<file path="src/sv/sdas_pkg.sv">
// SCAN disk arm scheduler: shared constants, state enum and the
// controller/datapath command and status structs. No dependencies.
`timescale 1ns / 1ps
package sdas_pkg;

  localparam int MaxBatch = 32;
  localparam int CylW     = 10;
  localparam int TotW     = CylW + 1;
  localparam int CntW     = $clog2(MaxBatch + 1);
  localparam int IdxW     = (MaxBatch > 1) ? $clog2(MaxBatch) : 1;
  localparam int InDataW  = ((CylW + 7) / 8) * 8;
  localparam int OutDataW = ((CylW + TotW + 7) / 8) * 8;
  localparam int OutUserW = 2;
  localparam int RegIdxW  = 1;

  localparam logic [RegIdxW-1:0] RegStart = 1'b0;
  localparam logic [RegIdxW-1:0] RegTop   = 1'b1;

  localparam logic [CylW-1:0] StartReset = '0;
  localparam logic [CylW-1:0] TopReset   = CylW'(999);

  typedef enum logic [1:0] {
    StIdle,
    StUp,
    StTurn,
    StDown
  } sdas_state_e;

  typedef struct packed {
    logic            load;      // insert accepted request into sorted store
    logic            init;      // start of scheduling: arm to start, travel to zero
    logic            emit;      // load output register with a stop
    logic            emit_top;  // stop is the turnaround at top
    logic            last;      // final stop of the batch
    logic            clear;     // end of batch
    logic [IdxW-1:0] addr;      // store entry read for the stop
  } sdas_cmd_t;

  typedef struct packed {
    logic [CntW-1:0] count;
    logic            ge_start;  // saturated entry at addr is at or above start
    logic            out_free;
  } sdas_status_t;

endpackage

</file>
<file path="src/sv/scan_disk_arm_scheduler_unit.sv">
// SCAN disk arm scheduler top level: configuration registers, controller and datapath.
// Depends on sdas_pkg, sdas_ctrl and sdas_dpath.
// A request not marked last is taken while idle and gives no result. After the last
// request of a batch, the scheduler walks the sorted store upward, emitting each stored
// request at or above start, ends the upward sweep, emits the turnaround at top, then
// walks down through the requests below start; output stalls hold the walk.
// No request is taken while a batch is scheduled. Reset clears count and flag and
// sets the start and top registers to their reset values.
`timescale 1ns / 1ps
module scan_disk_arm_scheduler_unit import sdas_pkg::*; (
  input  logic                clk_i,
  input  logic                rst_ni,
  input  logic                cfg_we_i,
  input  logic [RegIdxW-1:0]  cfg_idx_i,
  input  logic [CylW-1:0]     cfg_wdata_i,
  input  logic                s_axis_tvalid,
  output logic                s_axis_tready,
  input  logic [InDataW-1:0]  s_axis_tdata,   // request_cylinder, zero pad
  input  logic                s_axis_tlast,
  output logic                m_axis_tvalid,
  input  logic                m_axis_tready,
  output logic [OutDataW-1:0] m_axis_tdata,   // stop_cylinder, movement_total, zero pad
  output logic [OutUserW-1:0] m_axis_tuser,   // turn_point, dropped_requests
  output logic                m_axis_tlast
);

  logic [CylW-1:0] start_q, start_d;
  logic [CylW-1:0] top_q, top_d;

  sdas_cmd_t    cmd;
  sdas_status_t status;

  logic [CylW-1:0] stop;
  logic [TotW-1:0] total;
  logic            turn, drop;

  always_comb begin
    start_d = start_q;
    top_d   = top_q;
    if (cfg_we_i) begin
      case (cfg_idx_i)
        RegStart: start_d = cfg_wdata_i;
        RegTop:   top_d   = cfg_wdata_i;
        default: ;
      endcase
    end
  end

  always_ff @(posedge clk_i or negedge rst_ni) begin
    if (!rst_ni) begin
      start_q <= StartReset;
      top_q   <= TopReset;
    end else begin
      start_q <= start_d;
      top_q   <= top_d;
    end
  end

  sdas_ctrl u_ctrl (
    .clk_i      (clk_i),
    .rst_ni     (rst_ni),
    .s_tvalid_i (s_axis_tvalid),
    .s_tlast_i  (s_axis_tlast),
    .s_tready_o (s_axis_tready),
    .status_i   (status),
    .cmd_o      (cmd)
  );

  sdas_dpath u_dpath (
    .clk_i      (clk_i),
    .rst_ni     (rst_ni),
    .cmd_i      (cmd),
    .status_o   (status),
    .req_i      (s_axis_tdata[CylW-1:0]),
    .start_i    (start_q),
    .top_i      (top_q),
    .m_tready_i (m_axis_tready),
    .m_tvalid_o (m_axis_tvalid),
    .stop_o     (stop),
    .total_o    (total),
    .turn_o     (turn),
    .drop_o     (drop),
    .last_o     (m_axis_tlast)
  );

  assign m_axis_tdata = OutDataW'({total, stop});
  assign m_axis_tuser = {drop, turn};

endmodule

</file>
<file path="src/sv/sdas_ctrl.sv">
// SCAN disk arm scheduler: controller state machine.
// Walks the sorted store up, emits the turnaround, then walks down. Uses sdas_pkg.
`timescale 1ns / 1ps
module sdas_ctrl import sdas_pkg::*; (
  input  logic         clk_i,
  input  logic         rst_ni,
  input  logic         s_tvalid_i,
  input  logic         s_tlast_i,
  output logic         s_tready_o,
  input  sdas_status_t status_i,
  output sdas_cmd_t    cmd_o
);

  sdas_state_e     state_q, state_d;
  logic [CntW-1:0] ptr_q, ptr_d;
  logic [CntW-1:0] split_q, split_d;

  always_ff @(posedge clk_i or negedge rst_ni) begin
    if (!rst_ni) begin
      state_q <= StIdle;
      ptr_q   <= '0;
      split_q <= '0;
    end else begin
      state_q <= state_d;
      ptr_q   <= ptr_d;
      split_q <= split_d;
    end
  end

  always_comb begin
    state_d    = state_q;
    ptr_d      = ptr_q;
    split_d    = split_q;
    s_tready_o = 1'b0;
    cmd_o      = '0;
    cmd_o.addr = ptr_q[IdxW-1:0];
    case (state_q)
      StIdle: begin
        s_tready_o = 1'b1;
        if (s_tvalid_i) begin
          cmd_o.load = 1'b1;
          if (s_tlast_i) begin
            cmd_o.init = 1'b1;
            ptr_d      = '0;
            split_d    = '0;
            state_d    = StUp;
          end
        end
      end
      StUp: begin
        if (ptr_q == status_i.count) begin
          state_d = StTurn;
        end else if (!status_i.ge_start) begin
          split_d = ptr_q + CntW'(1);
          ptr_d   = ptr_q + CntW'(1);
        end else if (status_i.out_free) begin
          cmd_o.emit = 1'b1;
          ptr_d      = ptr_q + CntW'(1);
        end
      end
      StTurn: begin
        if (status_i.out_free) begin
          cmd_o.emit     = 1'b1;
          cmd_o.emit_top = 1'b1;
          cmd_o.last     = (split_q == '0);
          if (split_q == '0) begin
            cmd_o.clear = 1'b1;
            state_d     = StIdle;
          end else begin
            ptr_d   = split_q - CntW'(1);
            state_d = StDown;
          end
        end
      end
      StDown: begin
        if (status_i.out_free) begin
          cmd_o.emit = 1'b1;
          cmd_o.last = (ptr_q == '0);
          if (ptr_q == '0) begin
            cmd_o.clear = 1'b1;
            state_d     = StIdle;
          end else begin
            ptr_d = ptr_q - CntW'(1);
          end
        end
      end
      default: begin
        state_d = StIdle;
      end
    endcase
  end

  a_up_ptr_in_range: assert property (@(posedge clk_i) disable iff (!rst_ni)
    state_q == StUp |-> ptr_q <= status_i.count)
    else $error("scan pointer past batch");

  a_split_in_range: assert property (@(posedge clk_i) disable iff (!rst_ni)
    state_q != StIdle |-> split_q <= status_i.count)
    else $error("split beyond batch");

  a_down_ptr_below_split: assert property (@(posedge clk_i) disable iff (!rst_ni)
    state_q == StDown |-> ptr_q < split_q)
    else $error("down pointer not below split");

endmodule

</file>
<file path="src/sv/sdas_dpath.sv">
// SCAN disk arm scheduler: datapath. Sorted insertion store, batch count,
// overflow flag, arm position, travel accumulator and output register. Uses sdas_pkg.
`timescale 1ns / 1ps
module sdas_dpath import sdas_pkg::*; (
  input  logic                clk_i,
  input  logic                rst_ni,
  input  sdas_cmd_t           cmd_i,
  output sdas_status_t        status_o,
  input  logic [CylW-1:0]     req_i,
  input  logic [CylW-1:0]     start_i,
  input  logic [CylW-1:0]     top_i,
  input  logic                m_tready_i,
  output logic                m_tvalid_o,
  output logic [CylW-1:0]     stop_o,
  output logic [TotW-1:0]     total_o,
  output logic                turn_o,
  output logic                drop_o,
  output logic                last_o
);

  logic [CylW-1:0] store_q [MaxBatch];
  logic [CylW-1:0] store_d [MaxBatch];
  logic [MaxBatch-1:0] gt;

  logic [CntW-1:0] count_q, count_d;
  logic            ovf_q, ovf_d;
  logic [CylW-1:0] cur_q, cur_d;
  logic [TotW-1:0] total_q, total_d;

  logic            ovalid_q, ovalid_d;
  logic [CylW-1:0] ostop_q;
  logic [TotW-1:0] ototal_q;
  logic            oturn_q, olast_q;

  logic [CylW-1:0] rd, sat, pos, hop_len;
  logic [TotW-1:0] tot_nx;
  logic            out_free;

  // Sorted insertion: entries above the new request shift up by one.
  always_comb begin
    for (int i = 0; i < MaxBatch; i++) begin
      gt[i] = (CntW'(i) < count_q) && (store_q[i] > req_i);
    end
    for (int i = 0; i < MaxBatch; i++) begin
      store_d[i] = store_q[i];
      if (i > 0 && gt[(i > 0) ? i - 1 : 0]) begin
        store_d[i] = store_q[(i > 0) ? i - 1 : 0];
      end else if (gt[i] || CntW'(i) == count_q) begin
        store_d[i] = req_i;
      end
    end
  end

  always_ff @(posedge clk_i) begin
    if (cmd_i.load && count_q < CntW'(MaxBatch)) begin
      store_q <= store_d;
    end
  end

  assign rd       = store_q[cmd_i.addr];
  assign sat      = (rd > top_i) ? top_i : rd;
  assign pos      = cmd_i.emit_top ? top_i : sat;
  assign hop_len  = (pos >= cur_q) ? pos - cur_q : cur_q - pos;
  assign tot_nx   = total_q + TotW'(hop_len);
  assign out_free = !ovalid_q || m_tready_i;

  always_comb begin
    count_d  = count_q;
    ovf_d    = ovf_q;
    cur_d    = cur_q;
    total_d  = total_q;
    ovalid_d = ovalid_q && !m_tready_i;
    if (cmd_i.load) begin
      if (count_q < CntW'(MaxBatch)) begin
        count_d = count_q + CntW'(1);
      end else begin
        ovf_d = 1'b1;
      end
    end
    if (cmd_i.init) begin
      cur_d   = start_i;
      total_d = '0;
    end
    if (cmd_i.emit) begin
      cur_d    = pos;
      total_d  = tot_nx;
      ovalid_d = 1'b1;
    end
    if (cmd_i.clear) begin
      count_d = '0;
      ovf_d   = 1'b0;
    end
  end

  always_ff @(posedge clk_i or negedge rst_ni) begin
    if (!rst_ni) begin
      count_q  <= '0;
      ovf_q    <= 1'b0;
      cur_q    <= '0;
      total_q  <= '0;
      ovalid_q <= 1'b0;
    end else begin
      count_q  <= count_d;
      ovf_q    <= ovf_d;
      cur_q    <= cur_d;
      total_q  <= total_d;
      ovalid_q <= ovalid_d;
    end
  end

  always_ff @(posedge clk_i) begin
    if (cmd_i.emit) begin
      ostop_q  <= pos;
      ototal_q <= tot_nx;
      oturn_q  <= cmd_i.emit_top;
      olast_q  <= cmd_i.last;
    end
  end

  // dropped flag stays with the batch until its final stop is loaded
  logic odrop_q;
  always_ff @(posedge clk_i) begin
    if (cmd_i.emit) begin
      odrop_q <= ovf_q;
    end
  end

  assign status_o.count    = count_q;
  assign status_o.ge_start = (sat >= start_i);
  assign status_o.out_free = out_free;

  assign m_tvalid_o = ovalid_q;
  assign stop_o     = ostop_q;
  assign total_o    = ototal_q;
  assign turn_o     = oturn_q;
  assign drop_o     = odrop_q;
  assign last_o     = olast_q;

  a_count_bound: assert property (@(posedge clk_i) disable iff (!rst_ni)
    count_q <= CntW'(MaxBatch))
    else $error("batch count beyond capacity");

  a_ovf_only_full: assert property (@(posedge clk_i) disable iff (!rst_ni)
    ovf_q |-> count_q == CntW'(MaxBatch))
    else $error("overflow flagged with room left");

  a_turn_at_top: assert property (@(posedge clk_i) disable iff (!rst_ni)
    ovalid_q && oturn_q |-> ostop_q == top_i)
    else $error("turnaround stop not at top cylinder");

endmodule

</file>
<file path="config.mk">
export PLATFORM = sky130hd
export DESIGN_NAME = scan_disk_arm_scheduler_unit
export DESIGN_NICKNAME = d
export VERILOG_FILES = /design/src/sv/sdas_pkg.sv /design/src/sv/scan_disk_arm_scheduler_unit.sv /design/src/sv/sdas_ctrl.sv /design/src/sv/sdas_dpath.sv
export SDC_FILE = /design/constraint.sdc
export NUM_CORES = 1
export LEC_CHECK = 0
export BUFFER_PORTS_ARGS = -buffer_cell sky130_fd_sc_hd__buf_2
export CORE_AREA = 4 4 246 248
export DETAILED_ROUTE_END_ITERATION = 7
export DIE_AREA = 0 0 250 252
export PLACE_DENSITY = 0.66
export REMOVE_ABC_BUFFERS = 1
export SLEW_MARGIN = 20
export SYNTH_ARGS = -nofsm -noshare
export SYNTH_HDL_FRONTEND = slang
export SYNTH_SLANG_ARGS = --single-unit
</file>
<file path="constraint.sdc">
create_clock -name clk_i -period 12.2 [get_ports clk_i]
set_input_delay 1.83 -clock clk_i [delete_from_list [all_inputs] [get_ports clk_i]]
set_output_delay 1.83 -clock clk_i [all_outputs]
set_load 0.02 [all_outputs]
</file>
; ---- Yosys cells after proc, flatten, opt, wreduce, memory -nomap -nowiden
; Cells that the tools add are included.
[op_classes]
addsub = 7
magnitude_cmp = 69
n_eq_ne = 47
mux = 114
n_bitwise = 2
n_reduce_logical = 147
[op_table]
columns = op, count
row1 = 10-bit two-way mux, 69
row2 = 10-bit > comparator, 33
row3 = 5-bit by 6-bit equality test with 1-bit output (first input constant), 16
row4 = 5-bit by 6-bit less-than comparator with 1-bit output (first input constant), 16
row5 = 6-bit two-way mux, 14
row6 = 2-bit AND reduction, 36
row7 = 2-bit nonzero test, 35
row8 = 10-bit binary-select mux with 5-bit select, 1
row9 = 4-bit by 6-bit equality test with 1-bit output (first input constant), 8
row10 = 4-bit by 6-bit less-than comparator with 1-bit output (first input constant), 8
row11 = 1-bit logical AND, 34
row12 = 1-bit logical OR, 33
row13 = 3-bit by 6-bit equality test with 1-bit output (first input constant), 4
row14 = 3-bit by 6-bit less-than comparator with 1-bit output (first input constant), 4
row15 = 6-bit case mux with 4 select lines, 1
row16 = 11-bit two-way mux, 2
row17 = 10-bit >= comparator, 2
row18 = 2-bit two-way mux, 10
row19 = 10-bit subtractor, 2
row20 = 6-bit logical NOT, 3
row21 = 2-bit != test (second input constant), 7
row22 = 6-bit by 1-bit adder with 6-bit output (second input constant), 2
row23 = 2-bit by 6-bit equality test with 1-bit output (first input constant), 2
row24 = 1-bit by 6-bit less-than comparator with 1-bit output (first input constant), 2
row25 = 24 further kinds, 42
[totals]
regBits = 407
word_cells = 433

; ---- Longest topological paths before layout
; Gate-level depths: netlist (run 1).
[depth]
word_depth = 11
ltp_mapped = 32
ltp_nobuf = 28

; ---- Modules after synthesis
; Synthesis (run 1) repeated with hierarchy kept, for this count alone.
[hier_totals]
cells_unflattened = 2471
area_unflattened_um2 = 29065.4
[modules_own_cells]
columns = module, n_inst, cells_per_inst, area_per_inst_um2, seq_area_each_um2
row1 = sdas_dpath, 1, 2282, 27010.9, 11055.6
row2 = sdas_ctrl, 1, 140, 1246.2, 350.3
row3 = scan_disk_arm_scheduler_unit, 1, 49, 808.3, 510.5

; ---- Least setup slack after synthesis (run 1)
; Ideal clock, no wire load.
[synth_timing]
kind = reg-to-reg
start = register u_ctrl.ptr_q[0]
end = register u_dpath.total_q[10]
t_arrival_ps = 7509
slack_ps = 4573
stages_incl_launch_ff = 29
path_buffers = 5
period_less_slack_ps = 7627
path_cell_list = dfrtp_1 > buf_2 > buf_6 > buf_6 > mux4_2 > mux4_2 > mux2_2 > ha_1 > and4_1 > and2_1 > a221oi_1 > o21a_1 > buf_2 > mux2i_4 > inv_1 > fa_1 > a21o_1 > a211o_1 > a221oi_2 > clkbuf_1 > mux2_1 > fa_1 > a21o_1 > a21oi_1 > o21ai_1 > a31o_2 > a21oi_1 > xnor2_1 > a21o_1
[synth_via]
elab_chain_len = 11
elab_cells_between_ends = 19
cone_classes = add/sub (3) / order compare (3) / eq/ne (1) / mux (10) / bitwise (1) / reduce/logical (1)
[synth_rtl]
columns = item, line_no
row1 = start: declaration, sdas_ctrl.sv:15  ; logic [CntW-1:0] ptr_q, ptr_d;
row2 = start signal: assignment, sdas_ctrl.sv:25  ; ptr_q <= ptr_d;
row3 = 5-bit NOT with 6-bit output (implied by the code) *, sdas_dpath.sv:60  ; assign rd = store_q[cmd_i.addr];
row4 = 10-bit binary-select mux with 5-bit select *, sdas_dpath.sv:60
row5 = 10-bit two-way mux (implied by the code) * (2 in a row), sdas_dpath.sv:60
row6 = 10-bit > comparator, sdas_dpath.sv:61  ; assign sat = (rd > top_i) ? top_i : rd;
row7 = 10-bit two-way mux *, sdas_dpath.sv:61
row8 = 10-bit two-way mux *, sdas_dpath.sv:62  ; assign pos = cmd_i.emit_top ? top_i : sat;
row9 = via u_dpath.pos[1], sdas_dpath.sv:35  ; logic [CylW-1:0] rd, sat, pos, hop_len;
row10 = 10-bit subtractor / 10-bit >= comparator (equally long branches), sdas_dpath.sv:63  ; assign hop_len = (pos >= cur_q) ? pos - cur_q : cur_q - pos;
row11 = 10-bit two-way mux *, sdas_dpath.sv:63
row12 = 11-bit by 10-bit adder with 11-bit output *, sdas_dpath.sv:64  ; assign tot_nx = total_q + TotW'(hop_len);
row13 = via u_dpath.tot_nx[10], sdas_dpath.sv:36  ; logic [TotW-1:0] tot_nx;
row14 = 11-bit two-way mux *, sdas_dpath.sv:84  ; if (cmd_i.emit) begin
row15 = end signal: assignment, sdas_dpath.sv:106  ; total_q <= total_d;
row16 = end: declaration, sdas_dpath.sv:28  ; logic [TotW-1:0] total_q, total_d;
; The timed path passes the listed nets; every way through them passes the cells marked *. The select of a mux whose other input is x is not followed.
; A chain may end at the register's enable or synchronous reset.

; ---- Final worst setup path (run 1)
; Same ends and word-level chain as after synthesis.

==> results.sh, run 1 <==
export IMPL_synthArstFlopShare=0.1548
export IMPL_synthFlopType="edfxtp_1"
export IMPL_crit_fanout=31
export IMPL_startpoint_type="flop"
export IMPL_grt_pass1_wl_um=131300
export IMPL_area_growth_pct=9.493
export IMPL_place_congestion=0.9609
export IMPL_drc_errors=0
export IMPL_final_nets=2874
export IMPL_die_h_um=252
export IMPL_htree_num_levels=2
export IMPL_antenna_found_initial=3
export IMPL_die_area_um2=63000
export IMPL_fin_ws_ns=2.816
export IMPL_crit_path_end_kind="flop"
export IMPL_rsz0062_at_grt="no"
export IMPL_fillers=4905
export IMPL_r2r_end="u_dpath.total_q[10]"
export IMPL_crit_required_ns=12.68
export IMPL_synth_top_area_share=0.3561
export IMPL_synth_top_cell_by_area="edfxtp_1"
export IMPL_wl_per_cell_um=26.38
export IMPL_routed_wl_um=86570
export IMPL_synth_compound_area_share=0.1086
export IMPL_p_per_area_nw_per_um2=265.7
export IMPL_slowest_stage="dfrtp_4"
export IMPL_multi_input_area_um2=16270
export IMPL_cp_num_cells=26
export IMPL_grt_use_total=0.2695
export IMPL_cts_resized=0
export IMPL_tns_ns=0
export IMPL_hold_violations=0
export IMPL_fmax_ghz=0.1066
export IMPL_yosysUniqueCellTypes=68
export IMPL_tightest_slew_ns=1.109
export IMPL_seq_area_um2=11920
export IMPL_cts_buffer_depth=3
export IMPL_slew_viol_final=0
export IMPL_ys_seq_area_frac=0.4108
export IMPL_viasPerCell=6.505
export IMPL_ios=62
export IMPL_dp_slack_ns=2.794
export IMPL_critPathMaxStageDelay_ns=0.80
export IMPL_hpwl_um=62110
export IMPL_cts_setup_buffers=0
export IMPL_grt_overflow_total=0
export IMPL_irDropWorstVdd_mv=0.6994
export IMPL_r2r_start="u_ctrl.ptr_q[0]"
export IMPL_fin_util=0.5433
export IMPL_drt_first_pass_iters=7
export IMPL_synth_seq_cells=407
export IMPL_clock_latency_ns=0.60
export IMPL_synthSimpleGateAreaFrac=0.07932
export IMPL_synth_xor_xnor_area_share=0.01087
export IMPL_mappedNetlistArea_um2=29010
export IMPL_hp_class="reg2reg"
export IMPL_cts_root_buffer="clkbuf_16"
export IMPL_cts_tree="done"
export IMPL_leakage_nw=12.45
export IMPL_maxCapViolCount=0
export IMPL_outcome="completed"
export IMPL_arrival_ns=9.86
export IMPL_min_to="u_dpath.drop_o"
export IMPL_synth_edff_count=344
export IMPL_postSynthCellCount=2454
export IMPL_synth_adder_area_share=0.1604
export IMPL_dr_total_vias=21348
export IMPL_drive_gt1_frac=0.2030
export IMPL_clkTransAtPathRegs_ns=0.06
export IMPL_final_min_clock_period_ns=9.384
export IMPL_die_w_um=250
export IMPL_cts_hold_buf=0
export IMPL_synthMuxAreaShare=0.1951
export IMPL_hold_path_depth=0
export IMPL_cts_sinks=407
export IMPL_crit_family="compound AO/OA/AOI/OAI gates"
export IMPL_crit_start="u_ctrl.ptr_q[0]"
export IMPL_ant_nets=0
export IMPL_path_buf_inv=3
export IMPL_power_total_mw=8.441
export IMPL_post_route_period_util=0.7692
export IMPL_grt_max_degree=64
export IMPL_io_buffers=52
export IMPL_start_util=0.4962
export IMPL_rr_worst_depth=26
export IMPL_skew_ns=0.02479
export IMPL_setup_violations_final=0
export IMPL_synth_top_family_by_area="multiplexers"
export IMPL_relSlewSlack=0.2573
export IMPL_row_count=89
export IMPL_grt_pass1_vias=21542
export IMPL_yosys_warnings=0
export IMPL_synthTopCellsByArea="edfxtp_1, ha_1, mux4_2, mux2_2, dfrtp_1"
export IMPL_rrSetupSlack_ns=2.82
export IMPL_cts_inserted_buffers=48
export IMPL_core_um2=58460
export IMPL_avgSynthCellArea_um2=11.82
export IMPL_worstSetupPathType="reg2reg"
export IMPL_drt_initial_drc_count=2060
export IMPL_worstHoldStart="u_dpath.ovf_q"
-- per-stage QoR --
| stage | cell area (um^2) | cells | hold WS [ns] |
|---|---|---|---|
| floorplan | 28450 | 2321 | 0.4254 |
| global placement | 30080 | 3194 | 0.4376 |
| detailed placement | 30120 | 3194 | 0.4390 |
| CTS | 31660 | 3281 | 0.4532 |
| global route | 31760 | 3281 | 0.4697 |
| finish | 31760 | 3282 | 0.4533 |
-- cell usage in the layout (no fill, tap or decap), types with 20 or more instances in the layout --
| cell | Yosys | routed |
|---|---|---|
| a21o_1 | 77 | 77 |
| a21oi_1 | 138 | 136 |
| buf_2 | 13 | 52 |
| buf_4 | 5 | 48 |
| clkbuf_16 | 0 | 49 |
| clkinv_1 | 0 | 22 |
| dfrtp_1 | 55 | 53 |
| edfxtp_1 | 344 | 344 |
| ha_1 | 367 | 367 |
| inv_1 | 114 | 106 |
| mux2_1 | 92 | 92 |
| mux2_2 | 190 | 190 |
| mux4_2 | 100 | 100 |
| nand2_1 | 144 | 144 |
| nand2b_1 | 20 | 20 |
| nand3_1 | 72 | 72 |
| nand4_1 | 55 | 55 |
| nor2_1 | 79 | 79 |
| nor2b_1 | 40 | 40 |
| nor3_1 | 33 | 32 |
| o211ai_1 | 25 | 25 |
| o21a_1 | 26 | 26 |
| o21ai_0 | 92 | 92 |
| o21ai_1 | 40 | 40 |
| xnor2_1 | 24 | 24 |
-- worst reg2reg max path, cell delays in order (launching register included) --
cell and delay [ns]:
dfrtp_4 0.80, buf_4 0.67, mux4_2 0.71, mux4_2 0.51, mux2_2 0.35, ha_1 0.31
and4_1 0.24, and2_1 0.15, a221oi_1 0.34, o21a_1 0.65, mux2i_4 0.42, inv_1 0.14
fa_1 0.45, a21o_1 0.21, a211o_1 0.31, a221oi_2 0.53, buf_4 0.28, a21oi_1 0.09
a2111oi_0 0.66, xnor2_1 0.19, ha_1 0.34, o21ai_0 0.13, nand2b_1 0.11, a31o_2 0.25
a21oi_1 0.17, xnor2_1 0.10, a21o_1 0.16
-- final cells by class --
cell class,count,area share
multi-input cells,1795,0.5122
flip-flops and latches,407,0.3754
clock buffers,54,0.03919
well taps,773,0.03045
repair buffers,100,0.01954
inverters,119,0.01406
clock inverters,33,0.009099
diodes,1,0.00007878
-- worst max-delay path by stage --
| stage | to | slack (ns) |
|---|---|---|
| after floorplan | u_dpath.total_q[10] | 1.80 |
| after global placement | u_dpath.total_q[10] | 2.84 |
| after detailed placement | u_dpath.total_q[10] | 2.79 |
| after CTS | u_dpath.total_q[10] | 2.77 |
| after global routing | u_dpath.total_q[10] | 2.22 |
| final | u_dpath.total_q[10] | 2.82 |
-- flip-flops by register name, summed over array words and instances, names as in the netlist --
signal / count
u_ctrl.ptr_q: 6
u_dpath.count_q: 6
u_ctrl.split_q: 6
u_dpath.cur_q: 10
top_q: 10
u_dpath.turn_o: 1
u_dpath.store_q: 320
u_dpath.total_q: 11
u_dpath.stop_o: 10
u_ctrl.state_q: 2
start_q: 10
u_dpath.last_o: 1
u_dpath.m_tvalid_o: 1
u_dpath.drop_o: 1
u_dpath.ovf_q: 1
u_dpath.total_o: 11
-- power breakdown --
group	switching (mW)	internal, mW
clock	0.612	0.836
combinational	2.90	2.06
sequential	0.158	1.88
-- kinds of logic (layout without fill, tap and decap cells) --
logic type | Yosys count | after routing
buf+inv | 254 | 306
fa+ha+maj | 370 | 370
flops | 407 | 407
xor+xnor | 36 | 36
mux | 403 | 403
compound gates | 507 | 507
simple gates | 476 | 476
other cells | 1 | 4
-- metal layers --
metal | vias to the layer above | routed length (um) | track usage
met5 | - | 13 | 0
met3 | 266 | 6942 | 0.04711
met1 | 10609 | 34820 | 0.3515
li1 | 9506 | - | -
met2 | 965 | 39990 | 0.4408
met4 | 2 | 4796 | 0.1290
-- cell usage after synthesis, types with 5 or more instances --
cell type and instances:
clkbuf_1 96, xor2_1 12, dfrtp_1 55, inv_1 114, xnor2_1 24, dfstp_2 8
a21oi_1 138, a31oi_1 37, o211ai_1 25, edfxtp_1 344, nor4_1 7, a21o_1 77
mux4_2 100, o21a_1 26, a211o_1 6, mux2_1 92, a211oi_1 9, nand2_1 144
nand4_1 55, o21ai_0 92, inv_2 5, o21ai_1 40, a221oi_1 8, buf_1 18
a32oi_1 5, nor3_1 33, buf_4 5, nand2b_1 20, o221ai_1 5, and2_1 6
o22ai_1 6, nor2_1 79, nand3_1 72, buf_2 13, ha_1 367, mux2i_1 18
mux2_2 190, nor2b_1 40
No activity file was read; power rests on OpenSTA's default activity.
==> run 2, diff against run 1 <==
==> constraint.sdc (replaced) <==
create_clock -name clk_i -period 9.6 [get_ports clk_i]
set_input_delay 1.44 -clock clk_i [delete_from_list [all_inputs] [get_ports clk_i]]
set_output_delay 1.44 -clock clk_i [all_outputs]
set_load 0.02 [all_outputs]
==> results.sh, run 2 (synthesized netlist as in run 1, its figures left out) <==
export IMPL_outcome="completed"
export IMPL_crit_required_ns=10.10
export IMPL_timing_hold_ws_ns=0.4586
export IMPL_grt_pass1_wl_um=133500
export IMPL_cts_root_buffer="clkbuf_16"
export IMPL_antenna_found_initial=2
export IMPL_start_util=0.4962
export IMPL_htree_num_levels=2
export IMPL_ios=62
export IMPL_hpwl_um=62630
export IMPL_crit_path_end_kind="flop"
export IMPL_cts_hold_buf=0
export IMPL_place_congestion=0.9296
export IMPL_drt_initial_drc_count=2002
export IMPL_area_growth_pct=10.24
export IMPL_layout_common_cells="ha_1, edfxtp_1, mux2_2"
export IMPL_leakage_nw=12.57
export IMPL_cts_resized=0
export IMPL_drc_errors=0
export IMPL_dr_total_vias=21510
export IMPL_tns_ns=0
export IMPL_cts_setup_buffers=0
export IMPL_fillers=4893
export IMPL_die_h_um=252
export IMPL_relSlewSlack=0.2756
export IMPL_worstSetupPathType="reg2reg"
export IMPL_hp_class="reg2reg"
export IMPL_routed_wl_um=87990
export IMPL_row_count=89
export IMPL_critPathMaxStageDelay_ns=0.97
export IMPL_io_buffers=52
export IMPL_largest_reg_flops=320
export IMPL_grt_overflow_total=0
export IMPL_die_area_um2=63000
export IMPL_clock_latency_ns=0.62
export IMPL_crit_fanout=37
export IMPL_startpoint_type="flop"
export IMPL_p_per_area_nw_per_um2=338.2
export IMPL_post_route_period_util=0.9271
export IMPL_grt_pass1_vias=21815
export IMPL_fmax_ghz=0.1124
export IMPL_arrival_ns=9.40
export IMPL_core_um2=58460
export IMPL_layout_commonest_cell="ha_1"
export IMPL_viasPerCell=6.532
export IMPL_wl_per_cell_um=26.72
export IMPL_rsz0062_at_grt="no"
export IMPL_ant_nets=0
export IMPL_setup_violations_final=0
export IMPL_die_w_um=250
export IMPL_drt_first_pass_iters=8
export IMPL_irDropWorstVdd_mv=0.5951
export IMPL_slowest_stage="dfrtp_4"
export IMPL_tightest_slew_ns=1.087
export IMPL_cts_tree="done"
export IMPL_grt_use_total=0.2756
export IMPL_path_buf_inv=3
export IMPL_drive_gt1_frac=0.2101
export IMPL_cts_sinks=407
export IMPL_skew_ns=0.03476
export IMPL_maxCapViolCount=0
export IMPL_slew_viol_final=0
export IMPL_grt_max_degree=65
export IMPL_cts_inserted_buffers=48
export IMPL_clkTransAtPathRegs_ns=0.06
export IMPL_regMostFlops="u_dpath.store_q"
export IMPL_final_nets=2881
export IMPL_cts_buffer_depth=3
export IMPL_hold_violations=0
export IMPL_crit_family="compound AO/OA/AOI/OAI gates"
export IMPL_final_min_clock_period_ns=8.900
run 2: cell types whose count changed in the layout (fill, tap and decap cells not counted), moves of 2 or more:
cell and change:
clkinv_1 -11, buf_12 +2, clkinv_4 +5, buf_4 +5, bufinv_16 +2, clkinvlp_4 -3
clkinv_2 +4, clkbuf_1 +3
run 2: where the power goes:
| part | switching (mW) | total, mW | internal [mW] |
|---|---|---|---|
| combinational | 3.55 | 6.20 | 2.65 |
| sequential | 0.275 | 2.67 | 2.39 |
| clock | 0.798 | 1.95 | 1.15 |
| total | 4.62 | 10.8 | 6.19 |
run 2: metal layers:
layer,GRT usage,wire [um]
met5,0,30
met3,0.04896,7085
met1,0.3486,34350
met4,0.1322,4546
met2,0.4625,41970
run 2: path summary, 6_finish.rpt:
| kind | cells after the start | end | slack, ns | from |
|---|---|---|---|---|
| setup / recovery | 26 | u_dpath.total_q[10] | 0.70 | u_ctrl.ptr_q[0] |
| hold / removal | 0 | u_dpath.drop_o | 0.46 | u_dpath.ovf_q |
| setup reg to reg | 26 | u_dpath.total_q[10] | 0.70 | u_ctrl.ptr_q[0] |
| hold reg to reg | 0 | u_dpath.drop_o | 0.46 | u_dpath.ovf_q |
| max in group asynchronous | 2 | u_ctrl.ptr_q[1] | 7.93 | rst_ni |
| min in group asynchronous | 2 | u_dpath.total_q[1] | 1.02 | rst_ni |
run 2: layout make-up:
class                           instances  area, um^2  area share
Clock inverter                         31       364.1     0.01139
Clock buffer                           59        1295     0.04049
Tap cell                              773       967.2     0.03024
Multi-Input combinational cell       1795       16280      0.5090
Inverter                              119       447.9     0.01401
Timing Repair Buffer                  107       698.2     0.02183
Sequential cell                       407       11920      0.3729
Antenna cell                            2       5.005   0.0001565
run 2: through the flow:
stage / setup WS (ns) / cell area, um^2 / total power [mW] / utilization / instances
after detailed placement: 0.7118 / 30180 / 8.861 / 0.5163 / 3201
final: 0.7000 / 31980 / 10.82 / 0.5470 / 3293
after global routing: 0.1310 / 31970 / 11.59 / 0.5469 / 3291
after floorplan: -0.7981 / 28450 / 7.178 / - / 2321
after global placement: 0.6845 / 30160 / 8.679 / 0.5158 / 3201
after CTS: 0.6697 / 31840 / 10.83 / 0.5447 / 3291
